--- src/rtl/rmmn_pkg.sv ---
// shared types and constants for the running min/max normalizer
package rmmn_pkg;

    localparam int SENSOR_COUNT_DEF  = 4;
    localparam int FRACTION_BITS_DEF = 16;
    localparam int AXES              = 3;
    localparam int SENSOR_W          = 2;
    localparam int VALUE_W           = 32;
    localparam int RESULT_W          = 17;

    typedef enum logic [0:0] {
        OP_UPDATE    = 1'b0,
        OP_NORMALIZE = 1'b1
    } t_opcode;

    typedef enum logic [1:0] {
        RANGE_IN    = 2'd0,
        RANGE_BELOW = 2'd1,
        RANGE_ABOVE = 2'd2
    } t_range;

    typedef enum logic [2:0] {
        ST_IDLE,
        ST_READ,
        ST_EVAL,
        ST_DIV,
        ST_DONE
    } t_state;

    typedef struct packed {
        t_opcode                    opcode;
        logic [SENSOR_W-1:0]        sensor;
        logic signed [VALUE_W-1:0]  value_x;
        logic signed [VALUE_W-1:0]  value_y;
        logic signed [VALUE_W-1:0]  value_z;
    } t_in_item;

    typedef struct packed {
        logic [RESULT_W-1:0] result_x;
        logic [RESULT_W-1:0] result_y;
        logic [RESULT_W-1:0] result_z;
        t_range              range_x;
        t_range              range_y;
        t_range              range_z;
    } t_out_item;

endpackage

--- src/rtl/running_minmax_normalizer.sv ---
// running min/max tracker and normalizer for several three-axis sensors
//
// Input channel (i_in_valid / o_in_ready / i_in_data): one item carries an
// opcode, a sensor index and three signed axis values. An update item folds
// the values into each axis's running min and max (the first reading on an
// axis seeds both); a normalize item maps each axis to (x-min)/(max-min) with
// FRACTION_BITS fractional bits, clipped to 0..1.0, plus a range flag.
// Output channel (o_out_valid / i_out_ready / o_out_data): exactly one result
// item per input item; update items and unknown sensors give all zeros.
// Each axis is handled in turn: a memory read step, then a compare step.
// An in-range normalize axis then runs a restoring divider that resolves one
// quotient bit per cycle, FRACTION_BITS+1 bits in all, shared by all three axes.
// The input is ready again in the same cycle that o_out_valid rises, and one
// item is worked at a time. A finished result sits in the output register
// while the next item is accepted; if the receiver stalls, the following
// result waits in the last step until that register frees up. Reset marks
// every axis unseen, so it reads as min = max = 0 (the memory itself is not
// cleared), and empties the output register.
module running_minmax_normalizer #(
    parameter int SENSOR_COUNT  = rmmn_pkg::SENSOR_COUNT_DEF,
    parameter int FRACTION_BITS = rmmn_pkg::FRACTION_BITS_DEF
) (
    input  logic                i_clk,
    input  logic                i_rst_n,
    input  logic                i_in_valid,
    output logic                o_in_ready,
    input  rmmn_pkg::t_in_item  i_in_data,
    output logic                o_out_valid,
    input  logic                i_out_ready,
    output rmmn_pkg::t_out_item o_out_data
);

    localparam int AXES  = rmmn_pkg::AXES;
    localparam int CH_N  = AXES * SENSOR_COUNT;
    localparam int CH_W  = $clog2(CH_N);
    localparam int AX_W  = $clog2(AXES);
    localparam int VAL_W = rmmn_pkg::VALUE_W;
    localparam int RES_W = rmmn_pkg::RESULT_W;
    localparam int Q_W   = FRACTION_BITS + 1;
    localparam int CNT_W = $clog2(FRACTION_BITS + 1);

    localparam logic [Q_W-1:0]  QUOT_ONE  = {1'b1, {FRACTION_BITS{1'b0}}};
    localparam logic [AX_W-1:0] LAST_AXIS = AX_W'(AXES - 1);

    rmmn_pkg::t_state    r_state, n_state;
    rmmn_pkg::t_in_item  r_item;
    logic [CH_W-1:0]     r_ch;
    logic [AX_W-1:0]     r_axis;
    logic [CH_N-1:0]     r_first_seen;

    logic signed [VAL_W-1:0] mem_min [CH_N];
    logic signed [VAL_W-1:0] mem_max [CH_N];
    logic signed [VAL_W-1:0] r_min_rd;
    logic signed [VAL_W-1:0] r_max_rd;

    logic [VAL_W:0]      r_rem;
    logic [VAL_W-1:0]    r_den;
    logic [Q_W-1:0]      r_quot;
    logic [CNT_W-1:0]    r_cnt;
    logic [Q_W-1:0]      r_res  [AXES];
    rmmn_pkg::t_range    r_flag [AXES];

    logic                r_out_valid;
    rmmn_pkg::t_out_item r_out;

    logic signed [VAL_W-1:0] x_cur;
    logic signed [VAL_W-1:0] lo;
    logic signed [VAL_W-1:0] hi;
    logic signed [VAL_W-1:0] min_wr;
    logic signed [VAL_W-1:0] max_wr;
    logic                    first;
    logic                    below;
    logic                    above;
    logic                    flat;
    logic [VAL_W:0]          diff;
    logic [VAL_W:0]          span;
    logic                    rem_ge;
    logic [VAL_W:0]          rem_sub;
    logic                    is_upd;
    logic                    in_ok;
    logic                    in_acc;
    logic                    mem_we;
    logic                    div_start;
    logic                    axis_end;
    logic                    out_load;

    assign o_in_ready  = (r_state == rmmn_pkg::ST_IDLE);
    assign o_out_valid = r_out_valid;
    assign o_out_data  = r_out;

    // datapath decode
    always_comb begin
        case (r_axis)
            AX_W'(0): x_cur = r_item.value_x;
            AX_W'(1): x_cur = r_item.value_y;
            default:  x_cur = r_item.value_z;
        endcase
        first     = r_first_seen[r_ch];
        lo        = first ? '0 : r_min_rd;
        hi        = first ? '0 : r_max_rd;
        below     = (x_cur < lo);
        above     = (x_cur > hi);
        flat      = (hi == lo);
        diff      = {x_cur[VAL_W-1], x_cur} - {lo[VAL_W-1], lo};
        span      = {hi[VAL_W-1], hi} - {lo[VAL_W-1], lo};
        rem_ge    = (r_rem >= {1'b0, r_den});
        rem_sub   = r_rem - {1'b0, r_den};
        is_upd    = (r_item.opcode == rmmn_pkg::OP_UPDATE);
        min_wr    = (first || below) ? x_cur : lo;
        max_wr    = (first || above) ? x_cur : hi;
        in_ok     = (32'(i_in_data.sensor) < 32'(SENSOR_COUNT));
        in_acc    = (r_state == rmmn_pkg::ST_IDLE) && i_in_valid;
        mem_we    = (r_state == rmmn_pkg::ST_EVAL) && is_upd;
        div_start = (r_state == rmmn_pkg::ST_EVAL) && !is_upd && !below && !above && !flat;
        axis_end  = ((r_state == rmmn_pkg::ST_EVAL) && !div_start)
                 || ((r_state == rmmn_pkg::ST_DIV) && (r_cnt == '0));
        out_load  = (r_state == rmmn_pkg::ST_DONE) && (!r_out_valid || i_out_ready);
    end

    // next state
    always_comb begin
        n_state = r_state;
        case (r_state)
            rmmn_pkg::ST_IDLE: begin
                if (i_in_valid) begin
                    n_state = in_ok ? rmmn_pkg::ST_READ : rmmn_pkg::ST_DONE;
                end
            end
            rmmn_pkg::ST_READ: begin
                n_state = rmmn_pkg::ST_EVAL;
            end
            rmmn_pkg::ST_EVAL, rmmn_pkg::ST_DIV: begin
                if (div_start) begin
                    n_state = rmmn_pkg::ST_DIV;
                end else if (axis_end) begin
                    n_state = (r_axis == LAST_AXIS) ? rmmn_pkg::ST_DONE : rmmn_pkg::ST_READ;
                end
            end
            rmmn_pkg::ST_DONE: begin
                if (out_load) begin
                    n_state = rmmn_pkg::ST_IDLE;
                end
            end
            default: begin
                n_state = rmmn_pkg::ST_IDLE;
            end
        endcase
    end

    // control registers
    always_ff @(posedge i_clk) begin
        if (!i_rst_n) begin
            r_state      <= rmmn_pkg::ST_IDLE;
            r_first_seen <= '1;
            r_out_valid  <= 1'b0;
        end else begin
            r_state <= n_state;
            if (mem_we) begin
                r_first_seen[r_ch] <= 1'b0;
            end
            if (out_load) begin
                r_out_valid <= 1'b1;
            end else if (i_out_ready) begin
                r_out_valid <= 1'b0;
            end
        end
    end

    // min/max storage, registered read at the current channel
    always_ff @(posedge i_clk) begin
        if (mem_we) begin
            mem_min[r_ch] <= min_wr;
            mem_max[r_ch] <= max_wr;
        end
        r_min_rd <= mem_min[r_ch];
        r_max_rd <= mem_max[r_ch];
    end

    // item, axis walk and divider
    always_ff @(posedge i_clk) begin
        if (in_acc) begin
            r_item <= i_in_data;
            r_ch   <= CH_W'(4'(i_in_data.sensor) * 4'd3);
            r_axis <= '0;
            for (int a = 0; a < AXES; a++) begin
                r_res[a]  <= '0;
                r_flag[a] <= rmmn_pkg::RANGE_IN;
            end
        end
        if ((r_state == rmmn_pkg::ST_EVAL) && !is_upd) begin
            if (below) begin
                r_flag[r_axis] <= rmmn_pkg::RANGE_BELOW;
            end else if (above) begin
                r_res[r_axis]  <= QUOT_ONE;
                r_flag[r_axis] <= rmmn_pkg::RANGE_ABOVE;
            end
        end
        if (div_start) begin
            r_rem  <= diff;
            r_den  <= span[VAL_W-1:0];
            r_quot <= '0;
            r_cnt  <= CNT_W'(FRACTION_BITS);
        end
        if (r_state == rmmn_pkg::ST_DIV) begin
            // after each step the remainder is below the divisor, so the shift fits
            r_rem  <= rem_ge ? {rem_sub[VAL_W-1:0], 1'b0} : {r_rem[VAL_W-1:0], 1'b0};
            r_quot <= {r_quot[Q_W-2:0], rem_ge};
            r_cnt  <= r_cnt - CNT_W'(1);
            if (r_cnt == '0) begin
                r_res[r_axis] <= {r_quot[Q_W-2:0], rem_ge};
            end
        end
        if (axis_end && (r_axis != LAST_AXIS)) begin
            r_axis <= r_axis + AX_W'(1);
            r_ch   <= r_ch + CH_W'(1);
        end
    end

    // output register payload
    always_ff @(posedge i_clk) begin
        if (out_load) begin
            r_out.result_x <= RES_W'(r_res[0]);
            r_out.result_y <= RES_W'(r_res[1]);
            r_out.result_z <= RES_W'(r_res[2]);
            r_out.range_x  <= r_flag[0];
            r_out.range_y  <= r_flag[1];
            r_out.range_z  <= r_flag[2];
        end
    end

    a_div_nonzero: assert property (@(posedge i_clk) disable iff (!i_rst_n)
        (r_state == rmmn_pkg::ST_DIV) |-> (r_den != '0))
        else $error("divider running on a flat range");

    a_rem_bound: assert property (@(posedge i_clk) disable iff (!i_rst_n)
        (r_state == rmmn_pkg::ST_DIV) |-> (r_rem < {r_den, 1'b0}))
        else $error("divider remainder out of bounds");

    a_below_zero: assert property (@(posedge i_clk) disable iff (!i_rst_n)
        (o_out_valid && (o_out_data.range_x == rmmn_pkg::RANGE_BELOW))
            |-> (o_out_data.result_x == '0))
        else $error("below-range axis with nonzero result");

    a_load_free: assert property (@(posedge i_clk) disable iff (!i_rst_n)
        (r_state == rmmn_pkg::ST_DONE && r_out_valid && !i_out_ready)
            |=> (r_state == rmmn_pkg::ST_DONE))
        else $error("result left the last step while output register was full");

endmodule
--- config.mk ---
export PLATFORM = sky130hd
export DESIGN_NAME = running_minmax_normalizer
export DESIGN_NICKNAME = d
export VERILOG_FILES = /design/src/rtl/rmmn_pkg.sv /design/src/rtl/running_minmax_normalizer.sv
export SDC_FILE = /design/constraint.sdc
export NUM_CORES = 1
export LEC_CHECK = 0
export ABC_AREA = 1
export BUFFER_PORTS_ARGS = -buffer_cell sky130_fd_sc_hd__buf_2
export CAP_MARGIN = 20
export CELL_PAD_IN_SITES_DETAIL_PLACEMENT = 1
export CELL_PAD_IN_SITES_GLOBAL_PLACEMENT = 1
export CORE_MARGIN = 2
export CORE_UTILIZATION = 33
export CTS_CLUSTER_DIAMETER = 50
export CTS_CLUSTER_SIZE = 10
export DETAILED_ROUTE_END_ITERATION = 10
export GPL_ROUTABILITY_DRIVEN = 0
export MAX_ROUTING_LAYER = met4
export PLACE_DENSITY = 0.57
export SLEW_MARGIN = 20
export SYNTH_ARGS = -nofsm -noshare
export SYNTH_HDL_FRONTEND = slang
export SYNTH_SLANG_ARGS = --single-unit
--- constraint.sdc ---
create_clock -name i_clk -period 7.2 [get_ports i_clk]
set_input_delay 1.08 -clock i_clk [delete_from_list [all_inputs] [get_ports i_clk]]
set_output_delay 1.08 -clock i_clk [all_outputs]
set_load 0.005 [all_outputs]
; Yosys cells after proc, flatten, opt, wreduce, memory -nomap -nowiden
; Memories as Yosys holds them, arrays and structs flattened. A register that Yosys moved wholly into a read port is not among the register bits.
; Cells that the tools add are included.
[totals]
register_bits = 205
latchBits = 0
ram_bits = 825
rom_bits = 0
inputBits = 103
out_inout_bits = 59
word_cells = 125
mem_count = 4
[op_classes]
addsub = 6
mul = 1
div = 0
n_lt_le_gt_ge = 5
n_eq_ne = 11
shift = 0
muxes = 50
bitwise = 5
n_reduce_logical = 30
[memory_table]
columns = memory, depth, width, read_ports, rd_ports_with_merged_regs, write_ports, line
row1 = mem_max, 12, 32, 1, 1, 1, running_minmax_normalizer.sv:52  ; logic signed [VAL_W-1:0] mem_max [CH_N];
row2 = mem_min, 12, 32, 1, 1, 1, running_minmax_normalizer.sv:51  ; logic signed [VAL_W-1:0] mem_min [CH_N];
row3 = r_res, 3, 17, 3, 3, 3, running_minmax_normalizer.sv:60  ; logic [Q_W-1:0] r_res [AXES];
row4 = r_flag, 3, 2, 3, 3, 3, running_minmax_normalizer.sv:61  ; rmmn_pkg::t_range r_flag [AXES];
[op_table]
columns = cell, n
row1 = two-way mux 32 bit, 4
row2 = two-way mux 33 bit, 3
row3 = case mux 32 bit (2 select lines), 1
row4 = subtractor 32 bit, 2
row5 = two-way mux 17 bit, 2
row6 = greater-or-equal comparator 33 x 32 -> 1 bit, 1
row7 = subtractor 32 x 32 -> 33 bit, 1
row8 = equality test 32 bit, 1
row9 = greater-than comparator 32 bit, 1
row10 = < comparator 32 bit, 1
row11 = two-way mux 16 bit, 2
row12 = two-way mux 1 bit, 20
row13 = OR reduction 17 bit, 1
row14 = two-way mux 3 bit, 5
row15 = bitwise AND 12 bit, 1
row16 = two-way mux 2 bit, 6
row17 = inverter 12 bit, 1
row18 = case mux 3 bit (4 select lines), 1
row19 = logical AND 1 bit, 11
row20 = two-way mux 5 bit, 2
row21 = two-way mux 4 bit, 2
row22 = equality test 3 x 2 -> 1 bit (second input constant), 2
row23 = != test 2 bit (second input constant), 3
row24 = nonzero test 2 bit, 3
row25 = 22 further kinds, 31

; Depth between registers and ports, before layout
; Gate-level depths: netlist of run 1.
[depth]
word_depth = 14
mapped_depth = 29
depth_no_buf = 27

; Least setup slack after synthesis of run 1
; No wires, ideal clock.
[synth_timing]
path_type = input port to flip-flop
from = in i_out_ready
to = reg o_out_data[0] (netlist name)
setup_ns = 0.616
arrival_time_ns = 6.598
required_time_ns = 6.584
path_slack_ns = -0.014
cell_stages = 2
n_path_buf = 0
cell_sequence = nor2_1 > nor4_1
[synth_between]
elab_chain_len = 2
[synth_rtl]
columns = item, line
row1 = from (decl), running_minmax_normalizer.sv:29  ; input logic i_out_ready,
row2 = logical OR 1 bit, running_minmax_normalizer.sv:117  ; out_load = (r_state == rmmn_pkg::ST_DONE) && (!r_out_valid || i_out_ready);
row3 = logical AND 1 bit, running_minmax_normalizer.sv:117
row4 = net out_load, running_minmax_normalizer.sv:85  ; logic out_load;
; The timed path passes the listed nets, and every way through them passes these cells.
; A chain may end at the register's enable or synchronous reset.

; Worst setup path after layout of run 1
[layout_timing]
from = reg r_ch[0]
to = mem mem_min[8][13] (netlist bit), data pin
[layout_between]
elab_chain_len = 6
[layout_rtl]
columns = item, line
row1 = from (decl), running_minmax_normalizer.sv:47  ; logic [CH_W-1:0] r_ch;
row2 = from (signal assigned), running_minmax_normalizer.sv:183  ; r_ch <= CH_W'(4'(i_in_data.sensor) * 4'd3);
row3 = from (signal assigned), running_minmax_normalizer.sv:215  ; r_ch <= r_ch + CH_W'(1);
row4 = binary-select mux 1 bit (select 4 bit) (*), running_minmax_normalizer.sv:98  ; first = r_first_seen[r_ch];
row5 = two-way mux 1 bit (implied by the code) (*), running_minmax_normalizer.sv:98
row6 = two-way mux 32 bit, running_minmax_normalizer.sv:99  ; lo = first ? '0 : r_min_rd;
row7 = < comparator 32 bit, running_minmax_normalizer.sv:101  ; below = (x_cur < lo);
row8 = logical OR 1 bit, running_minmax_normalizer.sv:109  ; min_wr = (first || below) ? x_cur : lo;
row9 = two-way mux 32 bit (*), running_minmax_normalizer.sv:109
row10 = net min_wr[13], running_minmax_normalizer.sv:69  ; logic signed [VAL_W-1:0] min_wr;
row11 = to (decl), running_minmax_normalizer.sv:51
; The timed path passes the listed nets; every way through them passes the cells marked *. The select of a mux whose other input is x is not followed.

==> results of run 1 <==
-- per-layer routing --
| layer | wire length [microns] | vias up | part of all wire | GRT usage |
|---|---|---|---|---|
| met5 | 0 | - | 0 | - |
| met4 | 3889 | 0 | 0.024 | 0.05980 |
| met3 | 5831 | 224 | 0.036 | 0.02811 |
| li1 | - | 16188 | - | - |
| met2 | 76480 | 705 | 0.47 | 0.3376 |
| met1 | 74970 | 17901 | 0.47 | 0.2806 |
-- state kept, by name, indices dropped and copies added (netlist names) --
| name | flops |
|---|---|
| o_out_data | 57 |
| r_res | 51 |
| r_min_rd | 32 |
| r_first_seen | 12 |
| r_item | 97 |
| r_rem | 33 |
| mem_max | 384 |
| mem_min | 384 |
| o_out_valid | 1 |
| r_ch | 4 |
| r_state | 3 |
| r_den | 32 |
| r_flag | 6 |
| r_cnt | 5 |
| r_max_rd | 32 |
| r_quot | 16 |
| r_axis | 2 |
-- power breakdown --
part	internal (W)	leakage [nW]	switching, W
Sequential	0.00940	10.4	0.000191
Combinational	0.00264	8.45	0.00764
Clock	0.00410	2.21	0.00291
-- cell usage in the layout (no fill, tap or decap), types with 7 or more instances in the layout --
| cell | synthesis | layout |
|---|---|---|
| nand2_1 | 776 | 774 |
| or2_2 | 12 | 12 |
| nor2_4 | 0 | 14 |
| inv_1 | 274 | 273 |
| xor2_1 | 30 | 30 |
| clkbuf_8 | 0 | 8 |
| nand2_4 | 7 | 7 |
| buf_4 | 3 | 64 |
| nor3_1 | 21 | 21 |
| o21ai_0 | 502 | 472 |
| clkbuf_16 | 0 | 149 |
| dfxtp_1 | 80 | 80 |
| nand4_1 | 10 | 10 |
| buf_2 | 18 | 161 |
| nand2_2 | 9 | 11 |
| o21ai_1 | 38 | 65 |
| a21o_1 | 18 | 18 |
| edfxtp_1 | 1071 | 1071 |
| o211ai_1 | 7 | 7 |
| clkbuf_1 | 159 | 56 |
| nor2_1 | 641 | 625 |
| ha_1 | 137 | 137 |
| nand3b_1 | 30 | 30 |
| inv_6 | 0 | 10 |
| a21oi_1 | 127 | 126 |
| o22ai_1 | 192 | 192 |
| xnor2_1 | 29 | 29 |
| o21bai_1 | 8 | 8 |
| nand3_1 | 212 | 212 |
-- final cells by class --
cell class / instances / share of cell area
clock buffers: 213 / 0.06979
clock inverters: 41 / 0.01020
repair buffers: 233 / 0.02469
inverters: 284 / 0.01861
multi-input cells: 2850 / 0.2512
diodes: 2 / 0.00008626
well taps: 2016 / 0.04348
flip-flops and latches: 1151 / 0.5819
-- cell families (layout without fill, tap and decap cells) --
group / Yosys count / after routing
DFF: 1151 / 1151
other: 0 / 2
and+or+nand+nor: 1736 / 1736
xor gates and xnor gates: 59 / 59
AOI/OAI and AO/OA: 915 / 915
buffers and inverters: 486 / 771
adders and majority gates: 140 / 140
-- worst register-to-register path, cell delays in order, from the launching register on --
cell and delay [ns]:
edfxtp_1 0.72, buf_4 0.55, nand2_1 0.13, nand3_2 0.10, nand2_2 0.07, nand2_4 0.08, nand2_4 0.07, nor2_8 0.26
buf_12 0.23, nand2_1 0.25, ha_1 0.47, a21oi_1 0.25, o21ai_0 0.12, a21oi_1 0.17, nand3_1 0.24, nand2_1 0.16
nand3_1 0.11, nand2_2 0.21, nand2_4 0.30, buf_4 0.37, o21ai_1 0.88
-- stage by stage --
| stage | setup WS, ns | cells |
|---|---|---|
| 2_1_floorplan | 0.2322 | 4487 |
| 3_3_place_gp | 1.150 | 6531 |
| 3_5_place_dp | 1.211 | 6534 |
| 4_1_cts | 1.213 | 6788 |
| 5_1_grt | 0.8411 | 6790 |
| 6_report | 1.126 | 6790 |
-- path summary, 6_finish.rpt --
kind	from	slack (ns)	to
worst max-delay path	r_ch[0]	1.13	mem_min[8][13]
worst min-delay path	r_res[1][0]	0.41	o_out_data[23]
worst min register to register	r_res[1][0]	0.41	o_out_data[23]
worst max register to register	r_ch[0]	1.13	mem_min[8][13]
==> reports/summary.txt, run 1 <==
outcome -> finished, final reports clean
Worst path slowest cell -> o21ai_1
Pleak -> 21.11 nW
CTS sink cnt -> 1151
Starting DRT DRC Count -> 2475
Total GRT Usage -> 0.2108
Hold Path Cell Cnt -> 0
Slew headroom -> 0.2557
multi-input combinational cell area -> 14580 sq um
placed cell area -> 53360 sq um
Simple-Gate Fraction of Synth Area -> 0.1432
Pre-antenna DRT Iters -> 5
Synth warnings -> 0
WP depth -> 20
Vias -> 35.02k
CP max stage delay -> 0.88 ns
Remaining DRCs -> 0
fmax -> 164.6 MHz
vias in the first global route -> 35.73k
top area cells in the synthesized netlist -> edfxtp_1 64%, nand2_1 5.8%, o21ai_0 5.0%
Die X -> 393.5 microns
adder-cell share of the synthesized area -> 0.03543
Post-synth EDFFs -> 1071
Util after Layout -> 0.3860
Starting Density -> 0.3332
Req. time, crit path -> 7.65 ns
Vias/cell -> 5.157
number of distinct library cells after synthesis -> 50
Startpoint Class -> register
post-detail-place hpwl -> 101.4 mm
Row Count -> 142
Avg Cell Area, Syn -> 11.16 sq um
hold crit path type -> reg -> reg
Setup crit end kind -> register
Final setup viols -> 0
Slew Viols, Final -> 0
Port Buffers -> 161
#FFs+latches synth -> 1151
post_cts resized -> 0
max-capacitance violation count -> 0
Synth top cells by count -> 1071 x edfxtp_1, 776 x nand2_1, 641 x nor2_1
# fillers -> 16.45k
Mapped Area -> 50080 sq um
clk slew on worst S/H paths -> 0.05 ns
fraction of registers with async set/reset -> 0
TritonCTS Buffers -> 148
pin count of the biggest net entering global routing -> 199
Detail Route Antenna Nets -> 0
Placeable Area -> 150300 sq um
syn nets -> 4730
RSZ-0062 raised after global routing -> no
initial antenna violation count -> 4
register area -> 33760 sq um
postcts setup bufs -> 0
sequential area share after synthesis -> 0.6742
sum of negative setup slack -> 0 ns
Synth Area in XOR/XNOR -> 0.01032
worst path bufs/invs -> 3
post-synthesis compound-gate area fraction -> 0.09925
period utilization -> 0.8437
gr ovfl total -> 0
CTS tree -> done
worst-skew pair later-pin latency -> 0.81 ns
top-count cell post-synth -> edfxtp_1
Max FO, Critical Path -> 48
Die Span Y -> 393.5 microns
hold_buf cts -> 0
Final Cell Area -> 58020 sq um
largest family of logic cells by synthesized area -> simple AND/OR/NAND/NOR gates
Period minus WS final -> 6.074 ns
Final Routed Wirelength -> 161.2 mm
kind of critical path -> reg -> reg
# IOs -> 162
post-synthesis mux area share -> 0
Post-synth top flop -> edfxtp_1
hold_ws -> 0.4109 ns
share of the synthesized area in the top cell type -> 0.6422
R2R cell count -> 20
Yosys top cell by area -> edfxtp_1
maximum VDD drop -> 0.2417 mV
Max H-tree Level -> 4
count of final hold-check violations -> 0
Area growth syn-to-layout -> 15.86%
Power Density -> 463.4 nW/um^2
full die area -> 154900 sq um
crit path DAT -> 6.53 ns
nets@finish -> 4911
layout cells sized above 1 -> 0.1054
Gate Count Post-Synth -> 4487
clk buf depth -> 3
clock skew -> 0.06348 ns
Design Power -> 0.02689 W
first-pass GRT wire length -> 237.2 mm
Cell Chain, Critical Path -> buf_4 -> nand2_1 -> nand3_2 -> nand2_2 -> nand2_4 -> nand2_4 -> nor2_8 -> buf_12 -> nand2_1 -> ha_1 -> a21oi_1 -> o21ai_0 -> a21oi_1 -> nand3_1 -> nand2_1 -> nand3_1 -> nand2_2 -> nand2_4 -> buf_4 -> o21ai_1
crit-path leading delay family -> simple AND/OR/NAND/NOR gates
root buffer cell -> clkbuf_16
Routed WL per cell -> 23.74 microns
slew at the pin closest to its max-slew limit -> 1.109 ns
Note: power is estimated with default switching activity, not from simulation.
==> run 2: changes to the inputs <==
==> constraint.sdc (replaced) <==
create_clock -name i_clk -period 5.5 [get_ports i_clk]
set_input_delay 0.825 -clock i_clk [delete_from_list [all_inputs] [get_ports i_clk]]
set_output_delay 0.825 -clock i_clk [all_outputs]
set_load 0.005 [all_outputs]
==> run 2 against run 1 <==
First-iteration DRC count shrank 8.7%. Final area grew 1.6%. Clock-buffer cell count grew 2. Sequential power grew 31%. Via count grew 0.45%. Hold slack lost 0.21 ns. Core utilization grew 0.61 points. Combinational power grew 34%. Critical endpoint is now mem_max[6][1]. Highest routed layer unchanged.
==> reports/summary.txt, run 2 (same netlist as run 1, synthesis figures left out) <==
Setup crit end kind -> register
Final setup viols -> 0 (unchanged)
CP max stage delay -> 0.60 ns (-0.28 ns)
Port Buffers -> 161 (unchanged)
register area -> 33760 sq um (unchanged)
Power Density -> 612.6 nW/um^2 (+32%)
Final Cell Area -> 58930 sq um (+1.6%)
TritonCTS Buffers -> 152 (+2.7%)
most frequent CP cell -> nand2_1
multi-input combinational cell area -> 14560 sq um (about the same)
clk buf depth -> 3 (unchanged)
clock skew -> 0.04374 ns (-0.01973 ns)
Total GRT Usage -> 0.2128 (+0.002054)
clk slew on worst S/H paths -> 0.06 ns (about the same)
hold crit path type -> in -> reg
most frequent cells in the layout -> 1071 x edfxtp_1, 774 x nand2_1, 626 x nor2_1, 469 x o21ai_0, 273 x inv_1
post-detail-place hpwl -> 104.2 mm (+2.7%)
first-pass GRT wire length -> 240.1 mm (+1.2%)
Slew headroom -> 0.3018 (+0.04608)
Pre-antenna DRT Iters -> 5 (unchanged)
Vias/cell -> 5.128 (-0.56%)
Routed WL per cell -> 23.65 microns (-0.36%)
Req. time, crit path -> 6.11 ns (-1.54 ns)
HP Start -> i_in_data[15]
count of final hold-check violations -> 0 (unchanged)
Row Count -> 142 (unchanged)
RSZ-0062 raised after global routing -> no
Cell Chain, Critical Path -> inv_8 -> nand2_1 -> nand3_1 -> nand2_1 -> nand2_1 -> nand3_4 -> nor2_1 -> inv_1 -> ha_1 -> nand2_1 -> nor3_1 -> nand2_1 -> nand2_1 -> nand2_1 -> nand2_1 -> nand2_1 -> nand3_2 -> nand2_2 -> buf_12 -> buf_4 -> o21ai_0 -> buf_2
Pleak -> 21.60 nW (+2.4%)
Worst path slowest cell -> o21ai_0
commonest non-fill, non-tap cell in the layout -> edfxtp_1
Die Span Y -> 393.5 microns (unchanged)
Final Routed Wirelength -> 162.2 mm (+0.66%)
full die area -> 154900 sq um (unchanged)
outcome -> finished, final reports clean
Detail Route Antenna Nets -> 0 (unchanged)
root buffer cell -> clkbuf_16
pin count of the biggest net entering global routing -> 92 (-54%)
Period minus WS final -> 5.158 ns (-0.9167 ns)
Max H-tree Level -> 4 (unchanged)
fmax -> 193.9 MHz (+18%)
postcts setup bufs -> 0 (unchanged)
RR Startpoint -> r_ch[0]
initial antenna violation count -> 12 (+8)
max-capacitance violation count -> 0 (unchanged)
Area growth syn-to-layout -> 17.69%
CTS tree -> done
worst-skew pair later-pin latency -> 0.80 ns (about the same)
slew at the pin closest to its max-slew limit -> 1.047 ns (-0.06168 ns)
CTS sink cnt -> 1151 (unchanged)
Startpoint Class -> register
Die X -> 393.5 microns (unchanged)
nets@finish -> 4971 (+1.2%)
layout cells sized above 1 -> 0.1176 (+0.01216)
gr ovfl total -> 0 (unchanged)
crit path DAT -> 5.77 ns (-0.76 ns)
largest registers -> mem_max x384, mem_min x384, r_item x97
Placeable Area -> 150300 sq um (unchanged)
Starting Density -> 0.3332 (unchanged)
Vias -> 35.18k (+0.45%)
Starting DRT DRC Count -> 2260 (-8.7%)
kind of critical path -> reg -> reg
Slew Viols, Final -> 0 (unchanged)
# IOs -> 162 (unchanged)
Max FO, Critical Path -> 34 (-29%)
hold_ws -> 0.2058 ns (-0.2050 ns)
vias in the first global route -> 36.11k (+1.1%)
Worst setup startpoint -> r_ch[0]
reg2reg setup slack -> 0.34 ns (-0.78 ns)
# fillers -> 16.35k (-0.60%)
period utilization -> 0.9378 (+0.09409)
placed cell area -> 53890 sq um (+0.99%)
maximum VDD drop -> 0.2988 mV (+24%)
Remaining DRCs -> 0 (unchanged)
-- run 2: metrics by stage --
stage	instances	worst slack (ns)	power [W]	setup TNS, ns	util
3_3_place_gp	6586	0.1025	0.02627	0	0.3582
3_5_place_dp	6589	-0.04703	0.02644	-0.5595	0.3585
6_report	6859	0.3424	0.03610	0	0.3921
4_1_cts	6855	0.02973	0.03630	0	0.3919
5_1_grt	6859	0.06847	0.03814	0	0.3921
2_1_floorplan	4487	0.6706	0.02069	0	-
-- run 2: layout make-up --
type / instances / share of cell area
antenna: 3 / 0.0001274
tap: 2016 / 0.04280
clock inverter: 51 / 0.01382
sequential: 1151 / 0.5729
timing repair buffer: 289 / 0.03380
inverter: 284 / 0.01832
multi-input combinational: 2850 / 0.2471
clock buffer: 215 / 0.07116
-- run 2: layer usage --
layer / vias up / share of wire / GRT usage
met1: 17900 / 0.46 / 0.2837
met4: 0 / 0.019 / 0.04953
met3: 196 / 0.042 / 0.02736
li1: 16316 / - / -
met2: 763 / 0.48 / 0.3461
met5: - / 0 / -
-- run 2: final timing paths --
check | endpoint | cells after the start
min reg2reg | o_out_data[26] | 0
min | r_item[15] | 1
max reg2reg | mem_max[6][1] | 22
max | mem_max[6][1] | 22
-- run 2: power breakdown --
part / switching, W / leakage (nW) / internal [W] / total [W]
registers: 0.000247 / 10.4 / 0.0123 / 0.0126
clock network: 0.00383 / 2.41 / 0.00592 / 0.00976
logic: 0.0101 / 8.75 / 0.00370 / 0.0138
total: 0.0142 / 21.6 / 0.0219 / 0.0361
-- run 2: worst max-delay path: cells and delay by family, from the launching register on --
| kind | cells | cell delay, ns |
|---|---|---|
| DFF | 1 | 0.58 |
| buffers and inverters | 5 | 0.96 |
| adders and majority gates | 1 | 0.30 |
| AOI/OAI and AO/OA | 1 | 0.60 |
| and+or+nand+nor | 15 | 2.51 |
-- run 2: repair_timing --
| item | CTS | global route |
|---|---|---|
| resized for setup | 2 | 0 |
| hold buffers | 0 | 0 |
| endpoints found under the setup margin | 19 | 0 |
